--- config.mk ---
export PLATFORM = sky130hd
export DESIGN_NAME = soft_cursor_lock_controller_top
export DESIGN_NICKNAME = d
export VERILOG_FILES = /design/src/sclc_pkg.sv /design/src/soft_cursor_lock_controller_top.sv /design/src/sclc_front.sv /design/src/sclc_queue.sv /design/src/sclc_back.sv
export SDC_FILE = /design/constraint.sdc
export NUM_CORES = 1
export LEC_CHECK = 0
export ABC_AREA = 1
export BUFFER_PORTS_ARGS = -buffer_cell sky130_fd_sc_hd__buf_2
export CAP_MARGIN = 20
export CORE_MARGIN = 2
export CORE_UTILIZATION = 64
export DETAILED_ROUTE_END_ITERATION = 8
export GPL_TIMING_DRIVEN = 0
export HOLD_SLACK_MARGIN = 0.02
export PLACE_DENSITY_LB_ADDON = 0.1
export SYNTH_ARGS = -nofsm -noshare
export SYNTH_HDL_FRONTEND = slang
export SYNTH_HIERARCHICAL = 1
export SYNTH_SLANG_ARGS = --single-unit
--- constraint.sdc ---
create_clock -name clk -period 8.2 [get_ports clk]
set_clock_uncertainty 0.05 [all_clocks]
set_input_delay 0.82 -clock clk [delete_from_list [all_inputs] [get_ports clk]]
set_output_delay 0.82 -clock clk [all_outputs]
set_load 0.05 [all_outputs]
--- src/sclc_pkg.sv ---
// Shared types, codes and widths of the soft cursor lock controller.
package sclc_pkg;

  localparam int COORD_W     = 16;
  localparam int SIZE_W      = 8;
  localparam int LOCK_EXT_W  = 17;
  localparam int CFG_INDEX_W = 2;

  // Configuration register indexes.
  localparam logic [CFG_INDEX_W-1:0] CFG_FRAME_WIDTH  = 2'd0;
  localparam logic [CFG_INDEX_W-1:0] CFG_FRAME_HEIGHT = 2'd1;

  typedef enum logic [1:0] {
    OP_SHAPE  = 2'd0,
    OP_MOVE   = 2'd1,
    OP_LOCK   = 2'd2,
    OP_UNLOCK = 2'd3
  } opcode_t;

  typedef enum logic {
    ACT_RESTORE = 1'b0,
    ACT_DRAW    = 1'b1
  } action_t;

  // Back-end sequencer: first step of a command, then an optional second step.
  typedef enum logic {
    SEQ_FIRST,
    SEQ_SECOND
  } seq_state_t;

  // What the second step of a command does.
  typedef enum logic {
    SEC_DRAW,
    SEC_CHECK
  } second_t;

  // One classified command as it sits in the queue.
  typedef struct packed {
    opcode_t             op;
    logic [COORD_W-1:0]  px;
    logic [COORD_W-1:0]  py;
    logic [COORD_W-1:0]  lw;
    logic [COORD_W-1:0]  lh;
    logic [SIZE_W-1:0]   hx;
    logic [SIZE_W-1:0]   hy;
    logic [SIZE_W-1:0]   sw;
    logic [SIZE_W-1:0]   sh;
  } cmd_t;

  typedef struct packed {
    logic [COORD_W-1:0] frame_width;
    logic [COORD_W-1:0] frame_height;
  } frame_cfg_t;

  typedef struct packed {
    action_t            action;
    logic [COORD_W-1:0] area_x;
    logic [COORD_W-1:0] area_y;
    logic [SIZE_W-1:0]  area_w;
    logic [SIZE_W-1:0]  area_h;
    logic               on_screen;
    logic               last;
  } result_t;

endpackage

--- src/soft_cursor_lock_controller_top.sv ---
// Top level of the soft cursor lock controller: ports, configuration and wiring.
//
// Commands enter on the s_ stream and land in a QUEUE_DEPTH-entry queue, one per
// cycle while the queue has room, so input accepts while results wait on the m_
// stream. The back end takes one command from the queue per step: a command that
// yields at most one action and needs no follow-up takes one step, while a shape
// change with a nonzero size, a move that redraws, and a lock while a cursor is
// present (set or merge, then overlap check) take a second step as well; the pace
// is set by the back-end sequencer and its single result register. Each action
// occupies the result register until the m_ stream takes it.
// Frame size registers are written on the cfg channel, which is always ready; there
// is no clearing pass after reset.
module soft_cursor_lock_controller_top #(
  parameter int QUEUE_DEPTH = 2
) (
  input  logic        clk,
  input  logic        rst,
  // Command stream.
  input  logic        s_tvalid,
  output logic        s_tready,
  // pos_x[15:0], pos_y[31:16], lock_w[47:32], lock_h[63:48],
  // hot_x[71:64], hot_y[79:72], shape_w[87:80], shape_h[95:88]
  input  logic [95:0] s_tdata,
  // opcode[1:0]
  input  logic [1:0]  s_tuser,
  // Action stream.
  output logic        m_tvalid,
  input  logic        m_tready,
  // area_x[15:0], area_y[31:16], area_w[39:32], area_h[47:40], on_screen[48],
  // zero fill[55:49]
  output logic [55:0] m_tdata,
  // action[0]
  output logic [0:0]  m_tuser,
  output logic        m_tlast,
  // Configuration write channel.
  input  logic        cfg_valid,
  output logic        cfg_ready,
  input  logic [1:0]  cfg_index,
  input  logic [15:0] cfg_data
);
  import sclc_pkg::*;

  frame_cfg_t frame;
  cmd_t       push_cmd;
  cmd_t       head;
  logic       push;
  logic       full;
  logic       pop;
  logic       empty;
  result_t    result;

  assign cfg_ready = 1'b1;

  // Frame size registers; writes to unknown indexes are dropped.
  always_ff @(posedge clk) begin
    if (rst) begin
      frame.frame_width  <= 16'd1024;
      frame.frame_height <= 16'd768;
    end else if (cfg_valid) begin
      case (cfg_index)
        CFG_FRAME_WIDTH:  frame.frame_width  <= cfg_data;
        CFG_FRAME_HEIGHT: frame.frame_height <= cfg_data;
        default: begin
        end
      endcase
    end
  end

  sclc_front u_front (
    .s_tvalid (s_tvalid),
    .s_tready (s_tready),
    .s_tdata  (s_tdata),
    .s_tuser  (s_tuser),
    .frame    (frame),
    .full     (full),
    .push     (push),
    .push_cmd (push_cmd)
  );

  sclc_queue #(
    .DEPTH (QUEUE_DEPTH)
  ) u_queue (
    .clk      (clk),
    .rst      (rst),
    .push     (push),
    .push_cmd (push_cmd),
    .full     (full),
    .pop      (pop),
    .head     (head),
    .empty    (empty)
  );

  sclc_back u_back (
    .clk     (clk),
    .rst     (rst),
    .frame   (frame),
    .head    (head),
    .empty   (empty),
    .pop     (pop),
    .m_valid (m_tvalid),
    .m_ready (m_tready),
    .result  (result)
  );

  // Pack the result transaction.
  assign m_tdata = {7'd0, result.on_screen, result.area_h, result.area_w,
                    result.area_y, result.area_x};
  assign m_tuser = result.action;
  assign m_tlast = result.last;

endmodule

--- src/sclc_front.sv ---
// Front end: takes command transactions, decodes them and clamps move targets.
module sclc_front (
  input  logic                 s_tvalid,
  output logic                 s_tready,
  input  logic [95:0]          s_tdata,
  input  logic [1:0]           s_tuser,
  input  sclc_pkg::frame_cfg_t frame,
  input  logic                 full,
  output logic                 push,
  output sclc_pkg::cmd_t       push_cmd
);
  import sclc_pkg::*;

  logic [COORD_W-1:0] raw_x;
  logic [COORD_W-1:0] raw_y;
  logic [COORD_W-1:0] max_x;
  logic [COORD_W-1:0] max_y;
  opcode_t            op;

  assign raw_x = s_tdata[15:0];
  assign raw_y = s_tdata[31:16];
  assign op    = opcode_t'(s_tuser);

  // Largest legal position; a zero frame size clamps to zero.
  assign max_x = (frame.frame_width  != '0) ? frame.frame_width  - 16'd1 : '0;
  assign max_y = (frame.frame_height != '0) ? frame.frame_height - 16'd1 : '0;

  // Build the queue entry; only a move clamps its position.
  always_comb begin
    push_cmd    = '0;
    push_cmd.op = op;
    push_cmd.px = raw_x;
    push_cmd.py = raw_y;
    push_cmd.lw = s_tdata[47:32];
    push_cmd.lh = s_tdata[63:48];
    push_cmd.hx = s_tdata[71:64];
    push_cmd.hy = s_tdata[79:72];
    push_cmd.sw = s_tdata[87:80];
    push_cmd.sh = s_tdata[95:88];
    if (op == OP_MOVE) begin
      if (raw_x >= frame.frame_width)  push_cmd.px = max_x;
      if (raw_y >= frame.frame_height) push_cmd.py = max_y;
    end
  end

  assign s_tready = !full;
  assign push     = s_tvalid && !full;

endmodule

--- src/sclc_queue.sv ---
// Small command queue between the front end and the back end.
module sclc_queue #(
  parameter int DEPTH = 2
) (
  input  logic           clk,
  input  logic           rst,
  input  logic           push,
  input  sclc_pkg::cmd_t push_cmd,
  output logic           full,
  input  logic           pop,
  output sclc_pkg::cmd_t head,
  output logic           empty
);
  import sclc_pkg::*;

  localparam int IDX_W = $clog2(DEPTH);
  localparam int CNT_W = $clog2(DEPTH + 1);

  cmd_t             entries [DEPTH];
  logic [IDX_W-1:0] wr_ptr;
  logic [IDX_W-1:0] rd_ptr;
  logic [CNT_W-1:0] count;

  assign full  = (count == CNT_W'(DEPTH));
  assign empty = (count == '0);
  assign head  = entries[rd_ptr];

  // Entry storage.
  always_ff @(posedge clk) begin
    if (push) begin
      entries[wr_ptr] <= push_cmd;
    end
  end

  // Pointers and fill count.
  always_ff @(posedge clk) begin
    if (rst) begin
      wr_ptr <= '0;
      rd_ptr <= '0;
      count  <= '0;
    end else begin
      if (push) begin
        wr_ptr <= (wr_ptr == IDX_W'(DEPTH - 1)) ? '0 : wr_ptr + IDX_W'(1);
      end
      if (pop) begin
        rd_ptr <= (rd_ptr == IDX_W'(DEPTH - 1)) ? '0 : rd_ptr + IDX_W'(1);
      end
      case ({push, pop})
        2'b10:   count <= count + CNT_W'(1);
        2'b01:   count <= count - CNT_W'(1);
        default: count <= count;
      endcase
    end
  end

  // The fill count never runs past the depth.
  a_count_bound: assert property (@(posedge clk) disable iff (rst)
    count <= CNT_W'(DEPTH))
    else $error("queue count exceeds depth");

  // The back end never takes from an empty queue.
  a_no_underflow: assert property (@(posedge clk) disable iff (rst)
    pop |-> !empty)
    else $error("queue popped while empty");

endmodule

--- src/sclc_back.sv ---
// Back end: cursor and lock state, action sequencing, clipping and result register.
module sclc_back (
  input  logic                 clk,
  input  logic                 rst,
  input  sclc_pkg::frame_cfg_t frame,
  input  sclc_pkg::cmd_t       head,
  input  logic                 empty,
  output logic                 pop,
  output logic                 m_valid,
  input  logic                 m_ready,
  output sclc_pkg::result_t    result
);
  import sclc_pkg::*;

  // True when the cursor rectangle overlaps the lock rectangle.
  function automatic logic locked_hit(
    input logic [15:0] cx, input logic [15:0] cy,
    input logic [7:0]  hx, input logic [7:0]  hy,
    input logic [7:0]  w,  input logic [7:0]  h,
    input logic [15:0] ll, input logic [15:0] lt,
    input logic [16:0] lw, input logic [16:0] lh
  );
    logic signed [18:0] x0, y0, xr, yb, lr, lb;
    x0 = $signed({3'b000, cx}) - $signed({11'd0, hx});
    y0 = $signed({3'b000, cy}) - $signed({11'd0, hy});
    xr = x0 + $signed({11'd0, w});
    yb = y0 + $signed({11'd0, h});
    lr = $signed({3'b000, ll}) + $signed({2'b00, lw});
    lb = $signed({3'b000, lt}) + $signed({2'b00, lh});
    return ($signed({3'b000, ll}) < xr) && ($signed({3'b000, lt}) < yb) &&
           (lr > x0) && (lb > y0);
  endfunction

  // Cursor and lock state.
  logic                  cursor_present, cursor_present_next;
  logic                  cursor_hidden,  cursor_hidden_next;
  logic                  lock_active,    lock_active_next;
  logic [COORD_W-1:0]    cursor_x,       cursor_x_next;
  logic [COORD_W-1:0]    cursor_y,       cursor_y_next;
  logic [SIZE_W-1:0]     hotspot_x,      hotspot_x_next;
  logic [SIZE_W-1:0]     hotspot_y,      hotspot_y_next;
  logic [SIZE_W-1:0]     cursor_w,       cursor_w_next;
  logic [SIZE_W-1:0]     cursor_h,       cursor_h_next;
  logic [COORD_W-1:0]    lock_left,      lock_left_next;
  logic [COORD_W-1:0]    lock_top,       lock_top_next;
  logic [LOCK_EXT_W-1:0] lock_width,     lock_width_next;
  logic [LOCK_EXT_W-1:0] lock_height,    lock_height_next;
  seq_state_t            seq_state,      seq_state_next;
  second_t               second,         second_next;

  logic    advance;
  logic    emit;
  action_t emit_action;
  logic    emit_last;
  logic    shape_nonzero;
  logic    locked_new;
  logic    locked_cur;
  logic    draw_follow;

  // Lock merge terms.
  logic [COORD_W-1:0]  merge_l, merge_t;
  logic [16:0]         new_r, new_b;
  logic [17:0]         old_r, old_b, ext_w, ext_h;

  // Clipping terms for the current cursor rectangle.
  logic signed [18:0] x0, y0, xr, yb, clip_l, clip_r, clip_t, clip_b, fw_s, fh_s;
  logic signed [18:0] span_w, span_h;
  logic               clip_on;

  assign advance = !m_valid || m_ready;

  // Clip the cursor rectangle to the frame buffer.
  always_comb begin
    fw_s    = $signed({3'b000, frame.frame_width});
    fh_s    = $signed({3'b000, frame.frame_height});
    x0      = $signed({3'b000, cursor_x}) - $signed({11'd0, hotspot_x});
    y0      = $signed({3'b000, cursor_y}) - $signed({11'd0, hotspot_y});
    xr      = x0 + $signed({11'd0, cursor_w});
    yb      = y0 + $signed({11'd0, cursor_h});
    clip_l  = (x0 < 0) ? 19'sd0 : x0;
    clip_t  = (y0 < 0) ? 19'sd0 : y0;
    clip_r  = (xr < fw_s) ? xr : fw_s;
    clip_b  = (yb < fh_s) ? yb : fh_s;
    clip_on = (clip_r > clip_l) && (clip_b > clip_t);
    span_w  = clip_r - clip_l;
    span_h  = clip_b - clip_t;
  end

  // Overlap tests: with the move target, and with the stored state.
  assign locked_new = locked_hit(head.px, head.py, hotspot_x, hotspot_y, cursor_w, cursor_h,
                                 lock_left, lock_top, lock_width, lock_height);
  assign locked_cur = locked_hit(cursor_x, cursor_y, hotspot_x, hotspot_y, cursor_w, cursor_h,
                                 lock_left, lock_top, lock_width, lock_height);

  assign shape_nonzero = (head.sw != '0) && (head.sh != '0);
  assign draw_follow   = cursor_present && !(lock_active && locked_new);

  // Bounding box of the stored lock and the new rectangle.
  always_comb begin
    merge_l = (head.px < lock_left) ? head.px : lock_left;
    merge_t = (head.py < lock_top)  ? head.py : lock_top;
    new_r   = {1'b0, head.px} + {1'b0, head.lw};
    new_b   = {1'b0, head.py} + {1'b0, head.lh};
    old_r   = {2'b00, lock_left} + {1'b0, lock_width};
    old_b   = {2'b00, lock_top}  + {1'b0, lock_height};
    ext_w   = (({1'b0, new_r} > old_r) ? {1'b0, new_r} : old_r) - {2'b00, merge_l};
    ext_h   = (({1'b0, new_b} > old_b) ? {1'b0, new_b} : old_b) - {2'b00, merge_t};
  end

  // Command sequencer: next state and actions.
  always_comb begin
    cursor_present_next = cursor_present;
    cursor_hidden_next  = cursor_hidden;
    lock_active_next    = lock_active;
    cursor_x_next       = cursor_x;
    cursor_y_next       = cursor_y;
    hotspot_x_next      = hotspot_x;
    hotspot_y_next      = hotspot_y;
    cursor_w_next       = cursor_w;
    cursor_h_next       = cursor_h;
    lock_left_next      = lock_left;
    lock_top_next       = lock_top;
    lock_width_next     = lock_width;
    lock_height_next    = lock_height;
    seq_state_next      = seq_state;
    second_next         = second;
    pop                 = 1'b0;
    emit                = 1'b0;
    emit_action         = ACT_RESTORE;
    emit_last           = 1'b1;

    case (seq_state)
      SEQ_FIRST: begin
        if (!empty && advance) begin
          pop = 1'b1;
          case (head.op)
            OP_SHAPE: begin
              if (cursor_present) begin
                emit        = 1'b1;
                emit_action = ACT_RESTORE;
                emit_last   = !shape_nonzero;
              end
              cursor_present_next = 1'b0;
              if (shape_nonzero) begin
                hotspot_x_next      = head.hx;
                hotspot_y_next      = head.hy;
                cursor_w_next       = head.sw;
                cursor_h_next       = head.sh;
                cursor_present_next = 1'b1;
                cursor_hidden_next  = 1'b0;
                lock_active_next    = 1'b0;
                seq_state_next      = SEQ_SECOND;
                second_next         = SEC_DRAW;
              end
            end
            OP_MOVE: begin
              if (cursor_present && !cursor_hidden) begin
                emit               = 1'b1;
                emit_action        = ACT_RESTORE;
                emit_last          = !draw_follow;
                cursor_hidden_next = 1'b1;
              end
              cursor_x_next = head.px;
              cursor_y_next = head.py;
              if (draw_follow) begin
                seq_state_next = SEQ_SECOND;
                second_next    = SEC_DRAW;
              end
            end
            OP_LOCK: begin
              if (cursor_present) begin
                if (!lock_active) begin
                  lock_left_next   = head.px;
                  lock_top_next    = head.py;
                  lock_width_next  = {1'b0, head.lw};
                  lock_height_next = {1'b0, head.lh};
                  lock_active_next = 1'b1;
                end else begin
                  lock_left_next   = merge_l;
                  lock_top_next    = merge_t;
                  lock_width_next  = ext_w[LOCK_EXT_W-1:0];
                  lock_height_next = ext_h[LOCK_EXT_W-1:0];
                end
                seq_state_next = SEQ_SECOND;
                second_next    = SEC_CHECK;
              end
            end
            OP_UNLOCK: begin
              if (cursor_present) begin
                if (cursor_hidden) begin
                  emit        = 1'b1;
                  emit_action = ACT_DRAW;
                  emit_last   = 1'b1;
                end
                cursor_hidden_next = 1'b0;
                lock_active_next   = 1'b0;
              end
            end
            default: begin
            end
          endcase
        end
      end
      SEQ_SECOND: begin
        if (advance) begin
          seq_state_next = SEQ_FIRST;
          case (second)
            SEC_DRAW: begin
              emit               = 1'b1;
              emit_action        = ACT_DRAW;
              emit_last          = 1'b1;
              cursor_hidden_next = 1'b0;
            end
            SEC_CHECK: begin
              if (!cursor_hidden && locked_cur) begin
                emit               = 1'b1;
                emit_action        = ACT_RESTORE;
                emit_last          = 1'b1;
                cursor_hidden_next = 1'b1;
              end
            end
            default: begin
            end
          endcase
        end
      end
      default: begin
        seq_state_next = SEQ_FIRST;
      end
    endcase
  end

  // State registers.
  always_ff @(posedge clk) begin
    if (rst) begin
      cursor_present <= 1'b0;
      cursor_hidden  <= 1'b0;
      lock_active    <= 1'b0;
      cursor_x       <= '0;
      cursor_y       <= '0;
      hotspot_x      <= '0;
      hotspot_y      <= '0;
      cursor_w       <= '0;
      cursor_h       <= '0;
      lock_left      <= '0;
      lock_top       <= '0;
      lock_width     <= '0;
      lock_height    <= '0;
      seq_state      <= SEQ_FIRST;
      second         <= SEC_DRAW;
    end else begin
      cursor_present <= cursor_present_next;
      cursor_hidden  <= cursor_hidden_next;
      lock_active    <= lock_active_next;
      cursor_x       <= cursor_x_next;
      cursor_y       <= cursor_y_next;
      hotspot_x      <= hotspot_x_next;
      hotspot_y      <= hotspot_y_next;
      cursor_w       <= cursor_w_next;
      cursor_h       <= cursor_h_next;
      lock_left      <= lock_left_next;
      lock_top       <= lock_top_next;
      lock_width     <= lock_width_next;
      lock_height    <= lock_height_next;
      seq_state      <= seq_state_next;
      second         <= second_next;
    end
  end

  // Result register valid flag.
  always_ff @(posedge clk) begin
    if (rst) begin
      m_valid <= 1'b0;
    end else if (emit) begin
      m_valid <= 1'b1;
    end else if (m_ready) begin
      m_valid <= 1'b0;
    end
  end

  // Result payload; an area with nothing on screen reads as all zeros.
  always_ff @(posedge clk) begin
    if (emit) begin
      result.action    <= emit_action;
      result.last      <= emit_last;
      result.on_screen <= clip_on;
      if (clip_on) begin
        result.area_x <= clip_l[COORD_W-1:0];
        result.area_y <= clip_t[COORD_W-1:0];
        result.area_w <= span_w[SIZE_W-1:0];
        result.area_h <= span_h[SIZE_W-1:0];
      end else begin
        result.area_x <= '0;
        result.area_y <= '0;
        result.area_w <= '0;
        result.area_h <= '0;
      end
    end
  end

  // Every action concerns a cursor that exists.
  a_emit_present: assert property (@(posedge clk) disable iff (rst)
    emit |-> cursor_present)
    else $error("action issued with no cursor present");

  // After a draw the cursor is visible.
  a_draw_shows: assert property (@(posedge clk) disable iff (rst)
    (emit && emit_action == ACT_DRAW) |=> !cursor_hidden)
    else $error("cursor still hidden after a draw");

  // An action that is not the last one is always followed by a second step.
  a_not_last_second: assert property (@(posedge clk) disable iff (rst)
    (emit && !emit_last) |=> (seq_state == SEQ_SECOND))
    else $error("non-final action without a following step");

endmodule
=== Word level (Yosys, flattened, before mapping) ===
Memories as Yosys holds them, arrays and structs flattened. A register that Yosys moved wholly into a read port is not among the register bits.
Index checks and enable logic that the tools add are counted.

* Add/sub/neg operators: 24
* Multiply operators: 0
* Divide/modulo/power cells: 0
* Magnitude comparators: 20
* Eq/ne operators: 19
* Shifts and indexed selects: 0
* Mux-type cells: 67
* Bitwise logic cells: 2
* Reduce and logical (&&, ||, !) cells: 42

{| class="wikitable"
|+ Operator list
! operator !! count
|-
| $mux 16 || 8
|-
| $gt 19x19->1 || 4
|-
| $lt 17x19->1 || 4
|-
| $mux 19 || 4
|-
| $add 16x17->18 || 4
|-
| $mux 17 || 4
|-
| $sub 16x8->17 || 4
|-
| $add 19x9->19 || 2
|-
| $gt 19x17->1 || 2
|-
| $lt 19x17->1 || 2
|-
| $add 17x9->18 || 2
|-
| $gt 17x18->1 || 2
|-
| $mux 1 || 35
|-
| $add 16x16->17 || 2
|-
| $lt 17x1->1 const B || 2
|-
| $sub 17x16->17 || 2
|-
| $ge 16x16->1 || 2
|-
| $lt 16x16->1 || 2
|-
| $mux 32 || 1
|-
| $reduce_bool 16->1 || 2
|-
| $sub 16x1->16 const B || 2
|-
| $pmux 1 s2 || 9
|-
| $reduce_bool 8->1 || 2
|-
| $sub 8x8->8 || 2
|-
| 24 further kinds || 69
|}

* Register bits after elaboration: 223
* Bits in latches: 0
* Memory bits (writable): 196
* Memory bits (read-only): 0
* Input bits: 121
* Output and inout bits: 61
* Logic and storage cells: 203
* Memories kept: 1

{| class="wikitable"
|+ Memories
! memory !! words !! bits a word !! read ports !! clocked after memory_dff !! wr ports !! line !! source
|-
| u_queue.entries || 2 || 98 || 1 || 1 || 1 || sclc_queue.sv:19 || <nowiki>cmd_t entries [DEPTH];</nowiki>
|}

=== Longest topological paths before layout ===
Gate-level depths: netlist of run 1.

* Word-level depth: 14
* Mapped depth: 54
* Mapped depth without buffers: 51

=== Hierarchy ===
Netlist of run 1, hierarchy kept.

{| class="wikitable"
|+ By module, submodules not included
! module !! times used !! cells each !! area each (sq um) !! sequential area each (sq um)
|-
| sclc_back || 1 || 3632 || 24095.6 || 4254.1
|-
| sclc_queue || 1 || 338 || 7369.6 || 5985.7
|-
| sclc_front || 1 || 497 || 2844.0 || 0.0
|-
| soft_cursor_lock_controller_top || 1 || 216 || 1450.1 || 640.6
|}

=== Least setup slack after synthesis of run 1 ===
Ideal clock, no wire load.

* Kind: register -> register
* Start point: reg u_back.cursor_x[0]
* End point: reg, netlist name u_back/result[9]
* Setup time: 260 ps
* Data arrival time: 6574 ps
* Data required time: 7890 ps
* Slack: 1316 ps
* Cell stages (with the launch flop): 53
* Buffers on the path: 3
* Cells stage by stage: dfxtp_1 -> inv_1 -> ha_1 -> fa_1 -> inv_1 -> nand3_1 -> nand2_2 -> a21oi_1 -> or2_2 -> nand2_1 -> inv_1 -> ha_1 -> nand2_1 -> inv_1 -> nand4_1 -> nand3_1 -> nand2_1 -> nand2_1 -> [... 17 more ...] -> a21oi_1 -> nand2_1 -> nand2_1 -> nand3_1 -> a21oi_1 -> nor2_1 -> o21bai_1 -> nand2_1 -> nand2_1 -> nand2_1 -> nand2_1 -> nand2_1 -> nand2_1 -> nand2_2 -> nand3_2 -> buf_6 -> buf_12 -> nor2_4

* Longest elaborated chain between the ends: 6
* Elaborated cells between the ends (all ways): 8
* Those cells by class: add/sub: 2; order compare: 3; mux: 2; reduce/logical: 1

{| class="wikitable"
|+ RTL lines
! what !! line !! source
|-
| from (decl) || sclc_back.sv:38 || <nowiki>logic [COORD_W-1:0] cursor_x, cursor_x_next;</nowiki>
|-
| from (signal assigned) || sclc_back.sv:255 || <nowiki>cursor_x <= cursor_x_next;</nowiki>
|-
| $sub 16x8->17 * || sclc_back.sv:76 || <nowiki>x0 = $signed({3'b000, cursor_x}) - $signed({11'd0, hotspot_x});</nowiki>
|-
| $add 17x9->18 || - ||
|-
| $lt 19x17->1 || sclc_back.sv:82 || <nowiki>clip_r = (xr < fw_s) ? xr : fw_s;</nowiki>
|-
| $mux 19 || sclc_back.sv:82 ||
|-
| $gt 19x19->1 * || sclc_back.sv:84 || <nowiki>clip_on = (clip_r > clip_l) && (clip_b > clip_t);</nowiki>
|-
| $logic_and 1x1->1 * || sclc_back.sv:84 ||
|}

Every way passes the cells marked *; elsewhere a longest branch is shown, timed or not.
A chain may end at the register's enable or synchronous reset.

==> results.md, run 1 <==
* DRC violations left at 0
* Placed Area at 37400 um2
* CP Data Required Time at 8.62 ns
* CTS tree: done
* Cells after synthesis at 4683
* Wirelength per Cell at 19.8 um
* Total Routing Usage GR at 38.1%
* Slew HR at 32.9%
* DRT Pass-1 Iters at 6
* Status: completed
* Top-level I/O count at 182
* Unique masters post-synth at 60
* Number of global-route vias before repair at 29900
* P&R area growth vs syn at 9.94%
* Synth Flop Type: edfxtp_1
* CTS Sinks at 420
* Share of layout cells above drive strength 1 at 12.1%
* Endpoint type of the worst setup path: flop
* Final #Nets at 5453
* Post-synth ARST share at 0%
* Synth Cell Area at 35800 um2
* Final Util at 71.2%
* Clock transition at the registers of the reported paths at 0.06 ns
* Initial antenna violation count at 1
* HPWL after detailed placement at 91000 um
* Fin Hold WS at 0.339 ns
* Die W at 240 um
* Final Max Tran Viols at 0
* Tmin final at 7.86 ns
* Clock Path Buffers at 3
* F_max at 127 MHz
* Final hold violations at 0
* Most frequent cells in the layout: nand2_1 (974), inv_1 (625), ha_1 (457)
* CP bufs+invs at 7
* Max-cap violation count at 0
* Die footprint at 57800 um2
* Slowest cell on crit path: fa_1
* Max H-tree Level at 2
* Yosys warning count at 6
* Most frequent CP cell: nand2_1
* Clock Root Buffer: clkbuf_16
* Cts hold-fix bufs at 0
* Area of the core at 55200 um2
* Gr ovfl total at 0
* Crit Path Category: flop to flop
* Finished Layout Cells at 5644
* Die H at 240 um
* EDFF count, synth at 247
* WL final at 112000 um
* TritonCTS buffer count at 48
* Sequential element share of the synthesized area at 30.4%
* Max FO, Critical Path at 10
* Largest net degree at the start of global routing at 64
* Least-Margin Pin Slew at 1.01 ns
* Crit path DAT at 8.27 ns
* Yosys reg bits at 420
* Crit share post-route at 95.8%
* Slowest stage delay, CP at 0.41 ns
* Routed via count at 32600
* Most common cell after layout, fill and taps aside: nand2_1
* Post-DR vias/cell at 5.77
* Worst hold-check path type: input pin to flop
* Port bufs at 108
* Cell area after layout at 39300 um2
* CP top delay family: compound AO/OA/AOI/OAI gates
* Number of DRC markers in iteration 0 at 3573
* Routability cong. at 1.01
* Routed Antenna Nets at 0
* Avg Cell Area, Syn at 7.64 um2
* Std cell rows at 86
* Global-route wire length before repair at 168000 um
* Final setup vio count at 0
* Post-Place Cells at 5549
* Startpoint Class: flop
* Clk Latency, worst-skew pair at 0.62 ns
* Initial core utilization at 64.8%
[Yosys cell counts (17+ instances only)]
cell,number,area [um2]
nor4_1,17,106
nor2_2,18,113
nor2_1,383,1440
ha_1,461,5770
nand4_1,53,332
edfxtp_1,247,7420
nand2_2,42,263
o21ai_2,23,201
buf_4,78,586
mux2_2,78,878
xnor2_1,39,342
buf_2,22,110
nand3_1,231,1160
o21ai_0,278,1390
o211ai_1,40,300
nor3_1,46,230
inv_1,626,2350
clkbuf_1,66,248
nand2_1,976,3660
dfxtp_1,173,3460
mux2_4,20,300
xor2_1,114,998
inv_2,21,78.8
a21oi_1,411,2060
[worst paths after layout]
kind	start	cells past startpoint	slack (ns)	to
min reg2reg	u_back/lock_height[13]	2	0.43	u_back/lock_height[13]
min	s_tdata[35]	1	0.34	u_queue/entries[0][51]
max	flop	40	0.34	u_back/lock_height[14]
max reg2reg	flop	40	0.34	u_back/lock_height[14]
[timing repair]
action | 4_1_cts | 5_1_grt
resized for setup | 3 | 60
pin swaps | 0 | 3
gates cloned | 0 | 1
setup buffers | 0 | 4
endpoints found under the setup margin | 29 | 59
[per-stage QoR]
stage | setup TNS (ns) | worst slack, ns
2_1_floorplan | 0 | 1.32
3_3_place_gp | -21.65 | -0.224
3_5_place_dp | -2.40 | -0.158
4_1_cts | 0 | 0.0372
5_1_grt | -0.00667 | -0.00667
6_report | 0 | 0.342
[logic make-up (layout without fill, tap and decap cells)]
| group | Yosys count | after routing | synth area share, % |
|---|---|---|---|
| mux | 98 | 98 | 3.30 |
| flops | 420 | 420 | 30.4 |
| other cells | 2 | 9 | 0.0210 |
| simple gates | 1819 | 1819 | 21.8 |
| xor+xnor | 155 | 155 | 3.84 |
| buf+inv | 835 | 1041 | 9.94 |
| fa+ha+maj | 477 | 477 | 17.0 |
| compound gates | 877 | 877 | 13.7 |
[area by class of cell]
class	instances	area (um2)
multi-input combinational	3434	21500
fill	4649	15900
sequential	420	10900
inverter	649	2440
clock buffer	63	1340
buffer	185	1150
tap	748	936
timing repair buffer	117	683
clock inverter	27	410
antenna	1	2.50
[worst register-to-register path, delay by kind of cell, from the launching register on]
family	cells	cell delay [ns]
adders and majority gates	5	1.33
xor gates and xnor gates	1	0.21
and+or+nand+nor	13	1.61
AOI/OAI and AO/OA	13	2.36
DFF	1	0.34
buffers and inverters	7	1.40
muxes	1	0.39
[sequential cells by signal (all words and copies together), names as in the netlist, 8 cells and up, named ones only]
register and flops:
u_back/lock_left 16, frame 32, u_queue/entries 196, u_back/hotspot_y 8
u_back/lock_width 17, u_back/result 51, u_back/cursor_y 16, u_back/hotspot_x 8
u_back/lock_height 17, u_back/cursor_x 16, u_back/cursor_w 8, u_back/cursor_h 8
u_back/lock_top 16
[routing by layer]
layer	track usage, %	up-vias	share of wire (%)
met2	62.1	1444	45
met5	0	-	0
met4	15.1	0	4.0
li1	-	16000	-
met3	5.34	232	9.0
met1	51.1	14900	42
Power of run 1 is left out: the tool's default activity adds up to more than one toggle a clock period on the data nets, which glitch-free logic cannot reach.
==> run 2: changes to the inputs <==
Settings changed: CORE_UTILIZATION 64 to 50, GPL_TIMING_DRIVEN 0 to 1.
==> run 2 against run 1 <==
Net effect: first-iteration DRC count decreased by 33%; routed wire length decreased by 3.2%; setup slack improved by 0.22 ns; design area decreased by 0.74%; die area increased by 28%; highest routed layer unchanged; global-route usage decreased by 9.5 points.
==> results.md, run 2 (synthesis results as in run 1) <==
* Status: completed
* Slowest stage delay, CP at 0.38 ns (-0.03 ns)
* Final #Nets at 5377 (-1.4%)
* Slowest cell on crit path: fa_1
* Top-level I/O count at 182 (unchanged)
* Most frequent CP cell: nand2_1
* Tmin final at 7.63 ns (-0.225 ns)
* CTS tree: done
* Gr ovfl total at 0 (unchanged)
* Setup TNS at 0 ns (unchanged)
* WL final at 108000 um (-3.2%)
* Number of global-route vias before repair at 28600 (-4.4%)
* Met1 Use GR at 38.0% (-13 points)
* Initial antenna violation count at 1 (unchanged)
* Total Routing Usage GR at 28.6% (-9.5 points)
* Largest net degree at the start of global routing at 73 (+14%)
* TritonCTS buffer count at 52 (+8.3%)
* Final Max Tran Viols at 0 (unchanged)
* Placed Area at 37100 um2 (-0.74%)
* Die W at 271 um (+13%)
* Most common cell after layout, fill and taps aside: nand2_1
* Worst-case reg-to-reg path depth at 52 (+30%)
* Routability cong. at 0.951 (-5.9%)
* Max-cap violation count at 0 (unchanged)
* Fin Hold WS at 0.324 ns (-0.0151 ns)
* Std cell rows at 98 (+14%)
* Top Registers: u_queue/entries: 196 flops, u_back/result: 51 flops, frame: 32 flops
* Global-route wire length before repair at 164000 um (-2.1%)
* Antenna diodes at 0 (-1)
* Startpoint Class: flop
* CP Data Required Time at 8.62 ns (about the same)
* Met3 usage at 3.18% (-2.2 points)
* Slew HR at 31.0% (-1.9 points)
* Clock Root Buffer: clkbuf_16
* Share of layout cells above drive strength 1 at 11.8% (-0.30 points)
* Wirelength per Cell at 18.7 um (-5.3%)
* Biggest register: u_queue/entries
* Final Util at 54.9% (-16 points)
* Max H-tree Level at 2 (unchanged)
* Die footprint at 73700 um2 (+28%)
* Clock Path Buffers at 3 (unchanged)
* Final hold violations at 0 (unchanged)
* R2R Setup Slk at 0.57 ns (+0.22 ns)
* Clk Latency, worst-skew pair at 0.64 ns (+0.02 ns)
* Grt met2 use at 49.1% (-13 points)
* Port bufs at 173 (+60%)
* Hold path startpoint: s_tdata[54]
* Final setup vio count at 0 (unchanged)
* Crit share post-route at 93.1% (-2.7 points)
* Crit Path Category: flop to flop
* Routed Antenna Nets at 0 (unchanged)
* HPWL after detailed placement at 85600 um (-5.9%)
* Max FFs per register at 196 (unchanged)
* Hold depth at 1 (unchanged)
* Endpoint type of the worst setup path: flop
* DRT Pass-1 Iters at 6 (unchanged)
* Initial core utilization at 50.3% (-14 points)
* Worst R2R Start: u_back/cursor_x[0]
* Area of the core at 71100 um2 (+29%)
* Least-Margin Pin Slew at 1.03 ns (+0.0280 ns)
* RSZ-0062 raised after global routing: false
* P&R area growth vs syn at 9.13%
* Worst Hold Path EP: u_queue/entries[0][38]
* Worst hold-check path type: input pin to flop
* Die H at 271 um (+13%)
* Global routing's busiest layer: met2
* F_max at 131 MHz (+2.9%)
* Clock transition at the registers of the reported paths at 0.07 ns (about the same)
* FF-to-FF End: u_back/result[24]
* Routed via count at 31100 (-4.6%)
* CTS Sinks at 420 (unchanged)
* Max FO, Critical Path at 25 (+15)
* DRC violations left at 0 (unchanged)
* Cell area after layout at 39000 um2 (-0.74%)
* Crit path DAT at 8.05 ns (-0.22 ns)
* Most frequent cells in the layout: nand2_1 (976), inv_1 (623), ha_1 (461)
* Post-DR vias/cell at 5.38 (-6.7%)
* Number of DRC markers in iteration 0 at 2377 (-33%)
-- run 2: cell types whose count changed in the layout (fill, tap and decap cells not counted), moves of 5 or more --
cell      before  now
buf_2        127  173
buf_1          8    0
clkbuf_8       6    1
o21ai_1       16    9
buf_6         10    1
clkbuf_1      65    9
o21ai_0      271  278
clkinv_1       3   10
buf_4         85   43
-- run 2: timing repair --
action | 4_1_cts | 5_1_grt
setup endpoints to repair | 0 | 50
setup buffers | 0 | 4
hold buffers | 0 | 0
gates resized for setup | 0 | 8
-- run 2: cell type report --
type / count / area (um2)
clock buffer: 62 / 1350
clock inverter: 36 / 470
fill: 6949 / 32100
inverter: 649 / 2440
multi-input combinational: 3434 / 21400
sequential: 420 / 10900
tap: 950 / 1190
timing repair buffer: 221 / 1280
timing repair inverter: 1 / 5.00
-- run 2: critical path: cells and delay by family (launching register included) --
| kind | cells | cell delay, ns |
|---|---|---|
| buf+inv | 10 | 1.17 |
| flops | 1 | 0.33 |
| xor+xnor | 1 | 0.20 |
| compound gates | 7 | 0.76 |
| fa+ha+maj | 6 | 1.86 |
| simple gates | 28 | 3.06 |
-- run 2: layer usage --
layer,vias up,part of all wire [%]
met3,151,4.8
met1,14300,45
met2,772,48
li1,15800,-
met5,-,0
met4,0,2.9
-- run 2: how the worst max path moves through the flow --
stage / from / to / depth (start not counted)
CTS: u_back/cursor_x[0] / u_back/result[30] / 51
floorplan: u_back/cursor_x[0] / u_back/result[9] / 52
global route: u_back/cursor_y[0] / u_back/result[30] / 49
detailed placement: u_back/cursor_x[0] / u_back/result[18] / 51
global placement: u_back/cursor_x[0] / u_back/result[32] / 51
finish: u_back/cursor_x[0] / u_back/result[24] / 52
-- run 2: per-stage QoR --
stage | std cells | worst slack, ns
6_report | 5773 | 0.567
3_3_place_gp | 5668 | 0.526
2_1_floorplan | 4689 | 1.32
5_1_grt | 5773 | 0.00666
3_5_place_dp | 5668 | 0.376
4_1_cts | 5766 | 0.340
Power of run 2 is left out for the same reason.
